`src/rtl/tct_pkg.sv`:
```
`timescale 1ns / 1ps

package tct_pkg;

  // button event codes on the result channel
  typedef enum logic [1:0] {
    EV_NONE    = 2'd0,
    EV_PRESS   = 2'd1,
    EV_RELEASE = 2'd2
  } button_event_e;

  // configuration register indexes
  localparam int CFG_ADDR_BITS = 2;
  localparam logic [CFG_ADDR_BITS-1:0] REG_CENTER = 2'd0;
  localparam logic [CFG_ADDR_BITS-1:0] REG_WIDTH  = 2'd1;
  localparam logic [CFG_ADDR_BITS-1:0] REG_HEIGHT = 2'd2;

  // reset values
  localparam int REST_MIN     = 400;
  localparam int REST_MAX     = 700;
  localparam int CENTER_RESET = REST_MIN / 2 + REST_MAX / 2;
  localparam int POS_START    = 350;
  localparam int WIDTH_RESET  = 1024;
  localparam int HEIGHT_RESET = 768;

  // divide by ten through a reciprocal, exact for any 16 bit dividend
  localparam int DIV_IN_BITS = 16;
  localparam int PROD_BITS   = 2 * DIV_IN_BITS;
  localparam int DIV10_MUL   = 52429;
  localparam int DIV10_SHIFT = 19;

  // quotients up to this value give a step of -1, 0 or 1
  localparam int DEAD_Q_MAX = 2;

  localparam int AXES   = 2;
  localparam int AXIS_X = 0;
  localparam int AXIS_Y = 1;

endpackage

```
`src/rtl/tct_if.sv`:
```
`timescale 1ns / 1ps

interface tct_in_if #(
  parameter int SAMPLE_BITS = 10
);
  logic                   valid;
  logic                   ready;
  logic [SAMPLE_BITS-1:0] tilt_x;
  logic [SAMPLE_BITS-1:0] tilt_y;
  logic                   button_level;

  modport source (output valid, output tilt_x, output tilt_y, output button_level,
                  input ready);
  modport sink (input valid, input tilt_x, input tilt_y, input button_level,
                output ready);
endinterface

interface tct_out_if #(
  parameter int COORD_BITS = 13
);
  logic                   valid;
  logic                   ready;
  logic [COORD_BITS-1:0]  cursor_x;
  logic [COORD_BITS-1:0]  cursor_y;
  tct_pkg::button_event_e button_event;

  modport source (output valid, output cursor_x, output cursor_y, output button_event,
                  input ready);
  modport sink (input valid, input cursor_x, input cursor_y, input button_event,
                output ready);
endinterface

```
`src/rtl/tilt_to_cursor_tracker_core.sv`:
```
`timescale 1ns / 1ps

// path: an input transaction is registered in stage one, then in the output register (two stages)
// throughput: one transaction per cycle while results drain; a stalled result lets one
// more transaction into stage one, then in_ch.ready stays low until the result leaves
// the position feedback closes inside the update stage, so back-to-back samples chain cleanly
// reset: rst_ni asynchronous active low; empties both stages, position 350/350,
// button level unknown, registers center 550, width 1024, height 768 (masked to width)
module tilt_to_cursor_tracker_core #(
  parameter int SAMPLE_BITS = 10,
  parameter int COORD_BITS  = 13
) (
  input  logic                                        clk_i,
  input  logic                                        rst_ni,
  input  logic                                        cfg_we_i,
  input  logic [tct_pkg::CFG_ADDR_BITS-1:0]           cfg_addr_i,
  input  logic [((SAMPLE_BITS > COORD_BITS) ? SAMPLE_BITS : COORD_BITS)-1:0] cfg_wdata_i,
  tct_in_if.sink                                      in_ch,
  tct_out_if.source                                   out_ch
);
  import tct_pkg::*;

  // quotient width: a sample distance below 2^SAMPLE_BITS over ten
  localparam int QW = SAMPLE_BITS - 3;
  // signed width for the position sum, room for carry and sign
  localparam int AW = ((SAMPLE_BITS > COORD_BITS) ? SAMPLE_BITS : COORD_BITS) + 2;

  localparam logic [SAMPLE_BITS-1:0] CenterRst = SAMPLE_BITS'(CENTER_RESET);
  localparam logic [COORD_BITS-1:0]  WidthRst  = COORD_BITS'(WIDTH_RESET);
  localparam logic [COORD_BITS-1:0]  HeightRst = COORD_BITS'(HEIGHT_RESET);
  localparam logic [COORD_BITS-1:0]  PosRst    = COORD_BITS'(POS_START);

  // configuration registers
  logic [SAMPLE_BITS-1:0] center_q;
  logic [COORD_BITS-1:0]  width_q;
  logic [COORD_BITS-1:0]  height_q;

  always_ff @(posedge clk_i or negedge rst_ni) begin
    if (!rst_ni) begin
      center_q <= CenterRst;
      width_q  <= WidthRst;
      height_q <= HeightRst;
    end else if (cfg_we_i) begin
      unique case (cfg_addr_i)
        REG_CENTER: center_q <= cfg_wdata_i[SAMPLE_BITS-1:0];
        REG_WIDTH:  width_q  <= cfg_wdata_i[COORD_BITS-1:0];
        REG_HEIGHT: height_q <= cfg_wdata_i[COORD_BITS-1:0];
        default: ;  // index beyond the register list is dropped
      endcase
    end
  end

  // ---------------------------------------------------------------------------
  // handshake: two stages with valid bits; the output register is the second
  // stage, so an input transaction is taken whenever stage one will be empty
  // or is moving on
  // ---------------------------------------------------------------------------
  logic s1_valid_q, s1_valid_d;
  logic out_valid_q, out_valid_d;
  logic advance;  // update stage may load
  logic load1;    // input transaction into stage one
  logic load2;    // stage one into the output register

  always_comb begin
    advance     = !out_valid_q || out_ch.ready;
    in_ch.ready = !s1_valid_q || advance;
    load1       = in_ch.valid && in_ch.ready;
    load2       = s1_valid_q && advance;
    s1_valid_d  = load1 || (s1_valid_q && !advance);
    out_valid_d = load2 || (out_valid_q && !out_ch.ready);
  end

  always_ff @(posedge clk_i or negedge rst_ni) begin
    if (!rst_ni) begin
      s1_valid_q  <= 1'b0;
      out_valid_q <= 1'b0;
    end else begin
      s1_valid_q  <= s1_valid_d;
      out_valid_q <= out_valid_d;
    end
  end

  // ---------------------------------------------------------------------------
  // stage one: distance from center and step size per axis
  // the step is distance/10 - 1; a quotient of 0..2 is the dead zone unless
  // the sample sits exactly on center, which still goes through the clamp
  // ---------------------------------------------------------------------------
  logic [SAMPLE_BITS-1:0] smp   [AXES];
  logic [SAMPLE_BITS-1:0] delta [AXES];
  logic [PROD_BITS-1:0]   prod  [AXES];
  logic [QW-1:0]          quo   [AXES];
  logic                   up_d   [AXES];
  logic                   keep_d [AXES];
  logic [QW-1:0]          mag_d  [AXES];

  always_comb begin
    smp[AXIS_X] = in_ch.tilt_x;
    smp[AXIS_Y] = in_ch.tilt_y;
    for (int a = 0; a < AXES; a++) begin
      up_d[a]   = smp[a] > center_q;
      delta[a]  = up_d[a] ? (smp[a] - center_q) : (center_q - smp[a]);
      // reciprocal multiply replaces the divide by ten
      prod[a]   = PROD_BITS'(DIV_IN_BITS'(delta[a])) * PROD_BITS'(DIV10_MUL);
      quo[a]    = prod[a][DIV10_SHIFT +: QW];
      keep_d[a] = (delta[a] != '0) && (quo[a] <= QW'(DEAD_Q_MAX));
      mag_d[a]  = (delta[a] != '0 && !keep_d[a]) ? (quo[a] - QW'(1)) : '0;
    end
  end

  logic          up_q   [AXES];
  logic          keep_q [AXES];
  logic [QW-1:0] mag_q  [AXES];
  logic          lvl_q;

  always_ff @(posedge clk_i) begin
    if (load1) begin
      for (int a = 0; a < AXES; a++) begin
        up_q[a]   <= up_d[a];
        keep_q[a] <= keep_d[a];
        mag_q[a]  <= mag_d[a];
      end
      lvl_q <= in_ch.button_level;
    end
  end

  // ---------------------------------------------------------------------------
  // stage two: move, clamp, button edge detect
  // x runs against the tilt (sample above center lowers it), y runs with it;
  // a dead-zone axis keeps its position untouched, even above a lowered limit
  // ---------------------------------------------------------------------------
  logic [COORD_BITS-1:0] pos_q [AXES];
  logic [COORD_BITS-1:0] pos_d [AXES];
  logic [COORD_BITS-1:0] limit [AXES];
  logic signed [AW-1:0]  sum   [AXES];
  logic                  lower [AXES];
  logic                  known_q;
  logic                  last_q;
  button_event_e         ev_d;

  always_comb begin
    limit[AXIS_X] = width_q;
    limit[AXIS_Y] = height_q;
    for (int a = 0; a < AXES; a++) begin
      lower[a] = (a == AXIS_X) ? up_q[a] : !up_q[a];
      sum[a]   = lower[a] ? (AW'(pos_q[a]) - AW'(mag_q[a]))
                          : (AW'(pos_q[a]) + AW'(mag_q[a]));
      if (keep_q[a]) begin
        pos_d[a] = pos_q[a];
      end else if (sum[a] > $signed(AW'(limit[a]))) begin
        pos_d[a] = limit[a];
      end else if (sum[a] < 0) begin
        pos_d[a] = '0;
      end else begin
        pos_d[a] = sum[a][COORD_BITS-1:0];
      end
    end

    // first sample after reset always reports its level
    if (!known_q || lvl_q != last_q) begin
      ev_d = lvl_q ? EV_PRESS : EV_RELEASE;
    end else begin
      ev_d = EV_NONE;
    end
  end

  always_ff @(posedge clk_i or negedge rst_ni) begin
    if (!rst_ni) begin
      for (int a = 0; a < AXES; a++) begin
        pos_q[a] <= PosRst;
      end
      known_q <= 1'b0;
      last_q  <= 1'b0;
    end else if (load2) begin
      for (int a = 0; a < AXES; a++) begin
        pos_q[a] <= pos_d[a];
      end
      known_q <= 1'b1;
      last_q  <= lvl_q;
    end
  end

  // output register payload
  logic [COORD_BITS-1:0] cursor_x_q;
  logic [COORD_BITS-1:0] cursor_y_q;
  button_event_e         event_q;

  always_ff @(posedge clk_i) begin
    if (load2) begin
      cursor_x_q <= pos_d[AXIS_X];
      cursor_y_q <= pos_d[AXIS_Y];
      event_q    <= ev_d;
    end
  end

  assign out_ch.valid        = out_valid_q;
  assign out_ch.cursor_x     = cursor_x_q;
  assign out_ch.cursor_y     = cursor_y_q;
  assign out_ch.button_event = event_q;

endmodule

```
`src/flat_wrapper.sv`:
```
// flat-port wrapper written by rule: the top's interface ports become plain ports
module tilt_to_cursor_tracker_core_flat import tct_pkg::*;
#(
  parameter int SAMPLE_BITS = 10,
  parameter int COORD_BITS  = 13
)
  (clk_i, rst_ni, cfg_we_i, cfg_addr_i, cfg_wdata_i, in_ch_valid, in_ch_tilt_x, in_ch_tilt_y, in_ch_button_level, in_ch_ready, out_ch_valid, out_ch_cursor_x, out_ch_cursor_y, out_ch_button_event, out_ch_ready);
  tct_in_if #(.SAMPLE_BITS(SAMPLE_BITS)) in_ch_i ();
  tct_out_if #(.COORD_BITS(COORD_BITS)) out_ch_i ();
  input  logic clk_i;
  input  logic rst_ni;
  input  logic cfg_we_i;
  input  logic [tct_pkg::CFG_ADDR_BITS-1:0] cfg_addr_i;
  input  logic [((SAMPLE_BITS > COORD_BITS) ? SAMPLE_BITS : COORD_BITS)-1:0] cfg_wdata_i;
  input wire logic [$bits(in_ch_i.valid)-1:0] in_ch_valid;
  input wire logic [$bits(in_ch_i.tilt_x)-1:0] in_ch_tilt_x;
  input wire logic [$bits(in_ch_i.tilt_y)-1:0] in_ch_tilt_y;
  input wire logic [$bits(in_ch_i.button_level)-1:0] in_ch_button_level;
  output wire logic [$bits(in_ch_i.ready)-1:0] in_ch_ready;
  output wire logic [$bits(out_ch_i.valid)-1:0] out_ch_valid;
  output wire logic [$bits(out_ch_i.cursor_x)-1:0] out_ch_cursor_x;
  output wire logic [$bits(out_ch_i.cursor_y)-1:0] out_ch_cursor_y;
  output wire logic [$bits(out_ch_i.button_event)-1:0] out_ch_button_event;
  input wire logic [$bits(out_ch_i.ready)-1:0] out_ch_ready;
  assign in_ch_i.valid = in_ch_valid;
  assign in_ch_i.tilt_x = in_ch_tilt_x;
  assign in_ch_i.tilt_y = in_ch_tilt_y;
  assign in_ch_i.button_level = in_ch_button_level;
  assign in_ch_ready = in_ch_i.ready;
  assign out_ch_valid = out_ch_i.valid;
  assign out_ch_cursor_x = out_ch_i.cursor_x;
  assign out_ch_cursor_y = out_ch_i.cursor_y;
  assign out_ch_button_event = out_ch_i.button_event;
  assign out_ch_i.ready = out_ch_ready;
  tilt_to_cursor_tracker_core #(.SAMPLE_BITS(SAMPLE_BITS), .COORD_BITS(COORD_BITS)) u_core (.clk_i(clk_i), .rst_ni(rst_ni), .cfg_we_i(cfg_we_i), .cfg_addr_i(cfg_addr_i), .cfg_wdata_i(cfg_wdata_i), .in_ch(in_ch_i), .out_ch(out_ch_i));
endmodule
```
`config.mk`:
```
export PLATFORM = sky130hd
export DESIGN_NAME = tilt_to_cursor_tracker_core_flat
export DESIGN_NICKNAME = d
export VERILOG_FILES = /design/src/rtl/tct_pkg.sv /design/src/rtl/tct_if.sv /design/src/rtl/tilt_to_cursor_tracker_core.sv /design/src/flat_wrapper.sv
export SDC_FILE = /design/constraint.sdc
export NUM_CORES = 1
export LEC_CHECK = 0
export ABC_AREA = 1
export BUFFER_PORTS_ARGS = -buffer_cell sky130_fd_sc_hd__buf_2
export CORE_ASPECT_RATIO = 0.6
export CORE_MARGIN = 2
export CORE_UTILIZATION = 57
export CTS_BUF_LIST = sky130_fd_sc_hd__clkbuf_16
export DETAILED_ROUTE_END_ITERATION = 8
export GPL_ROUTABILITY_DRIVEN = 0
export GPL_TIMING_DRIVEN = 0
export PLACE_DENSITY = 0.71
export SYNTH_ARGS = -nofsm -noshare
export SYNTH_HDL_FRONTEND = slang
export SYNTH_SLANG_ARGS = --single-unit
```
`constraint.sdc`:
```
create_clock -name clk_i -period 7.49 [get_ports clk_i]
set_clock_uncertainty 0.2 [all_clocks]
set_input_delay 1.498 -clock clk_i [delete_from_list [all_inputs] [get_ports clk_i]]
set_output_delay 1.498 -clock clk_i [all_outputs]
set_load 0.01 [all_outputs]
```
Word-level counts from Yosys, hierarchy flattened
Memory sizes are Yosys's and may differ from the RTL's.
Cells that the tools add are included.
{"block": "op_classes", "add_sub_neg": 10, "magnitude_cmp": 8, "mux": 15, "reduce_logical": 26, "eq_ne": 3, "mul": 2}
{"cell": "two-way mux 13 bit", "n": 6}
{"cell": "multiplier 10 x 16 -> 26 bit, second input constant", "n": 2}
{"cell": "subtractor 10 bit", "n": 4}
{"cell": "greater-than comparator 15 x 14 -> 1 bit", "n": 2}
{"cell": "< comparator 15 x 1 -> 1 bit, second input constant", "n": 2}
{"cell": "two-way mux 15 bit", "n": 2}
{"cell": "adder 13 x 7 -> 14 bit", "n": 2}
{"cell": "subtractor 13 x 7 -> 14 bit", "n": 2}
{"cell": "greater-than comparator 10 bit", "n": 2}
{"cell": "two-way mux 10 bit", "n": 2}
{"cell": "nonzero test 10 bit", "n": 2}
{"cell": "<= comparator 7 x 2 -> 1 bit, second input constant", "n": 2}
{"cell": "two-way mux 7 bit", "n": 2}
{"cell": "subtractor 7 x 1 -> 7 bit, second input constant", "n": 2}
{"cell": "logical AND 1 bit", "n": 8}
{"cell": "logical NOT 1 bit", "n": 7}
{"cell": "AND reduction 2 bit", "n": 3}
{"cell": "logical OR 1 bit", "n": 5}
{"cell": "== test 2 x 1 -> 1 bit, second input constant", "n": 1}
{"cell": "== test 2 bit, second input constant", "n": 1}
{"cell": "logical NOT 2 bit", "n": 1}
{"cell": "two-way mux 1 bit", "n": 2}
{"cell": "two-way mux 2 bit", "n": 1}
{"cell": "inequality test 1 bit", "n": 1}
{"block": "totals", "word_cells": 80, "reg_bits": 95, "mem_count": 3, "mem_bits_rw": 18, "output_inout_bits": 30}
{"name": "u_core.mag_q", "words": 2, "width": 7, "rd": 2, "rd_clocked_by_memory_dff": 0, "wr": 2, "line_no": "tilt_to_cursor_tracker_core.sv:112", "text": "logic [QW-1:0] mag_q [AXES];"}
{"name": "u_core.keep_q", "words": 2, "width": 1, "rd": 2, "rd_clocked_by_memory_dff": 0, "wr": 2, "line_no": "tilt_to_cursor_tracker_core.sv:111", "text": "logic keep_q [AXES];"}
{"name": "u_core.up_q", "words": 2, "width": 1, "rd": 2, "rd_clocked_by_memory_dff": 0, "wr": 2, "line_no": "tilt_to_cursor_tracker_core.sv:110", "text": "logic up_q [AXES];"}

Depth between registers and ports, before layout
{"block": "logic_depth", "word_depth": 8, "mapped_depth": 43, "ltp_nobuf": 42}

Worst setup path before layout
OpenSTA, ideal clock, no wires.
{"block": "synth_path", "path_type": "in2reg", "from": "input in_ch_tilt_y[0]", "to": "memory u_core.mag_q[0][7] (netlist name), data pin", "t_arrival_ns": 7.142, "stages": 38, "slack_ns": -0.108, "path_buffers": 1, "t_required_ns": 7.033, "path_cell_list": "inv_1 ha_1 inv_1 fa_1 nand3_1 nand3_2 nand2_4 buf_6 nand2_1 nand2_1 xor2_1 inv_1 ha_1 fa_1 inv_1 fa_1 inv_1 fa_1 (+2 left out) inv_1 ha_1 nand2_1 nand2_1 o21bai_1 a21oi_1 nor2_1 nor2_1 nand2_1 nand2_1 nand2_2 inv_1 ha_1 inv_1 nor2_1 nand3_2 nand3_4 a21oi_1"}
{"item": "from (decl)", "line_no": "flat_wrapper.sv:17", "text": "input wire logic [$bits(in_ch_i.tilt_y)-1:0] in_ch_tilt_y;"}
{"item": "to (decl)", "line_no": "tilt_to_cursor_tracker_core.sv:112"}

==> results.py <==
metrics = {
    "floorplanning": {
        "die_w_um": 211,
        "fp.coreArea_um2": 25200,
        "ioPinCount": 71,
        "start_util_pct": 57.8,
        "dieArea_um2": 26900,
        "rows": 45,
        "chipHeight_um": 128,
    },
    "drt": {
        "dr_total_vias": 14306,
        "wl_um": 44400,
        "drc_errors": 0,
        "avgRoutedWirePerCell_um": 17.5,
        "postRouteAntennaNets": 0,
        "vias_per_cell": 5.64,
        "drt_iter0_drc": 1244,
        "first_pass_iters": 6,
    },
    "clocking": {
        "insertion_delay_ns": 0.42,
        "clkTransAtPathRegs_ns": 0.05,
        "cts_hold_buffers": 0,
        "numCtsBuffers": 17,
        "cts_tree": "yes",
        "clockRootBuffer": "clkbuf_16",
        "cts_max_level": 4,
        "clkSinkCount": 113,
        "cts_buffer_depth": 2,
    },
    "flow_run": {
        "drv_cap": 0,
    },
    "critical_path": {
        "end_kind": "flop",
        "worstPathRequired_ns": 7.45,
        "cp_slowest_cell": "fa_2",
        "start_kind": "input port",
        "critPathArrivalTime_ns": 7.78,
        "reg2reg_slack_ns": 0.17,
        "crit_path_max_fanout": 6,
        "crit_top_cell": "inv_2",
        "slowest_delay_ns": 0.60,
        "crit_type": "input port to flop",
    },
    "finish": {
        "layout.nets": 2531,
        "area_delta_synth_final_pct": 26.0,
        "fin_util_pct": 72.9,
        "drive_gt1_share_pct": 25.3,
    },
    "placed_design": {
        "port_buffers": 70,
        "dp_hpwl_um": 32200,
        "dp_slack_ns": -1.27,
    },
    "logic_synthesis": {
        "synthFlopType": "edfxtp_1",
        "syn_nets": 2349,
        "netlist_area_um2": 14600,
        "ys_ff_latch": 113,
        "ys_warn_count": 0,
        "synth.yosys.seq_area_share_pct": 21.2,
        "ys_types": 56,
        "synth_edf_count": 47,
        "syn_inst": 2012,
        "synthArstFlopShare_pct": 58.4,
        "syn_area_per_cell_um2": 7.25,
    },
    "grt": {
        "grt_pass1_vias": 13220,
        "grt_pass1_wl_um": 67700,
        "gr-total-overflow": 0,
        "grt_max_degree": 67,
        "grt_antenna_before_repair": 2,
        "grt_usage_pct": 31.8,
    },
    "timing": {
        "slew_violations": 0,
        "fin_ws_ns": -0.322,
        "min_period_ns": 7.81,
        "fin_crit_sh_pct": 104,
        "max_slew_margin_pct": 36.7,
        "worst_pin_slew_ns": 0.949,
        "fmax_mhz": 128,
        "setup_violations": 16,
        "rsz0062_at_grt": "yes",
        "hold_viol": 0,
    },
    "outcome": {
        "violations": "setup timing",
        "outcome": "finished, violations left",
    },
    "hold_path": {
        "hold_path_class": "flop to flop",
    },
}
-- final timing paths --
path	from	to	depth (start not counted)
setup reg to reg	u_core.center_q[1]$_DFFE_PN1P_	u_core.mag_q[0][11]$_SDFFCE_PN0P_	34
hold reg to reg	u_core.width_q[12]$_DFFE_PN0P_	u_core.width_q[12]$_DFFE_PN0P_	2
setup / recovery	in_ch_tilt_y[7]	u_core.mag_q[0][11]$_SDFFCE_PN0P_	36
min in group asynchronous	rst_ni	u_core.pos_q[18]$_DFFE_PN0P_	1
max in group asynchronous	rst_ni	u_core.center_q[8]$_DFFE_PN0P_	1
hold / removal	u_core.width_q[12]$_DFFE_PN0P_	u_core.width_q[12]$_DFFE_PN0P_	2
-- cells in the mapped netlist (all sizes together) (19+ instances only) --
master	n	area share (%)
xor2	39	2.4
nand2	523	14
dfstp	19	3.4
inv	424	11
a21oi	104	3.6
edfxtp	47	9.7
nor2	128	3.5
fa	68	9.3
nand3	94	3.9
o21ai	134	4.6
dfrtp	47	8.1
ha	228	20
nand4	29	1.3
-- worst max-delay path: cells and delay by family --
kind | cells | cell delay [ns]
buffers and inverters | 8 | 0.60
XOR/XNOR | 3 | 0.84
adder cells (fa/ha/maj) | 7 | 2.87
AND/OR/NAND/NOR | 17 | 1.80
AO/OA/AOI/OAI | 1 | 0.16
-- cell usage in the layout, fill, tap and decap left out, types with 11 or more instances in the layout --
cell / synthesis / layout
nand2_1: 500 / 441
inv_1: 420 / 371
ha_1: 228 / 185
o21ai_0: 127 / 113
buf_4: 2 / 89
nor2_1: 120 / 85
a21oi_1: 103 / 70
nand3_1: 78 / 65
buf_2: 4 / 63
fa_1: 68 / 57
nand2_2: 18 / 51
dfrtp_1: 47 / 47
edfxtp_1: 47 / 47
inv_2: 3 / 43
ha_4: 0 / 41
nand2_4: 5 / 29
a21oi_2: 1 / 29
xor2_1: 38 / 29
nand4_1: 27 / 27
nor2_2: 7 / 22
nor2_4: 1 / 21
nand3_2: 14 / 21
clkbuf_16: 0 / 21
dfstp_2: 19 / 19
o21ai_1: 6 / 15
buf_6: 2 / 13
inv_4: 1 / 13
clkbuf_1: 14 / 13
nor3_1: 17 / 12
o21bai_1: 12 / 11
fa_2: 0 / 11
-- stage by stage --
step	hold slack (ns)	area (µm²)	instances	TNS, ns
floorplan	0.248	14700	2012	0
global placement	0.265	15500	2411	-17.53
detailed placement	0.273	15500	2412	-17.96
CTS	0.286	17300	2499	-0.00239
global route	0.302	18400	2538	-6.70
finish	0.282	18400	2538	-3.44
-- layout make-up --
class	instances	area (µm²)
flip-flops and latches	113	3090
well taps	329	412
clock buffers	21	526
inverters	426	1640
fillers	1891	6850
multi-input cells	1450	11400
plain buffers	23	129
repair buffers	163	1160
diodes	2	5.00
clock inverters	11	70.1
-- what timing repair did --
action,4_1_cts,5_1_grt
resized for setup,183,203
endpoints found under the setup margin,16,16
setup buffers,55,37
pin swaps,93,124
-- flip-flops by register name (all words and copies together) (netlist names), 2 cells and up --
register and cells:
u_core.width_q 13, u_core.out_ch.cursor_y 13, u_core.out_ch.button_event 2, u_core.center_q 10, u_core.pos_q 26, u_core.mag_q 14, u_core.up_q 2, u_core.out_ch.cursor_x 13
u_core.keep_q 2, u_core.height_q 13
-- cell families (layout without fill, tap and decap cells) --
kind of cell             after synthesis  in the layout  share of synthesized area, %
AND/OR/NAND/NOR                      819            819                          24.6
buffers and inverters                449            644                          11.8
adder cells (fa/ha/maj)              296            296                          28.9
AO/OA/AOI/OAI                        292            292                          10.9
flip-flops                           113            113                          21.2
XOR/XNOR                              43             43                          2.68
other                                  0              2                             0
-- layer usage --
| layer | GRT usage, % | vias up | part of all wire [%] |
|---|---|---|---|
| met5 | 0 | - | 0 |
| met4 | 7.42 | 0 | 2.2 |
| met3 | 8.65 | 99 | 10 |
| met2 | 45.3 | 733 | 41 |
| met1 | 47.6 | 6680 | 46 |
| li1 | - | 6794 | - |
Power is left out: the tool's default activity adds up to more than one toggle a clock period on the data nets, which glitch-free logic cannot reach.
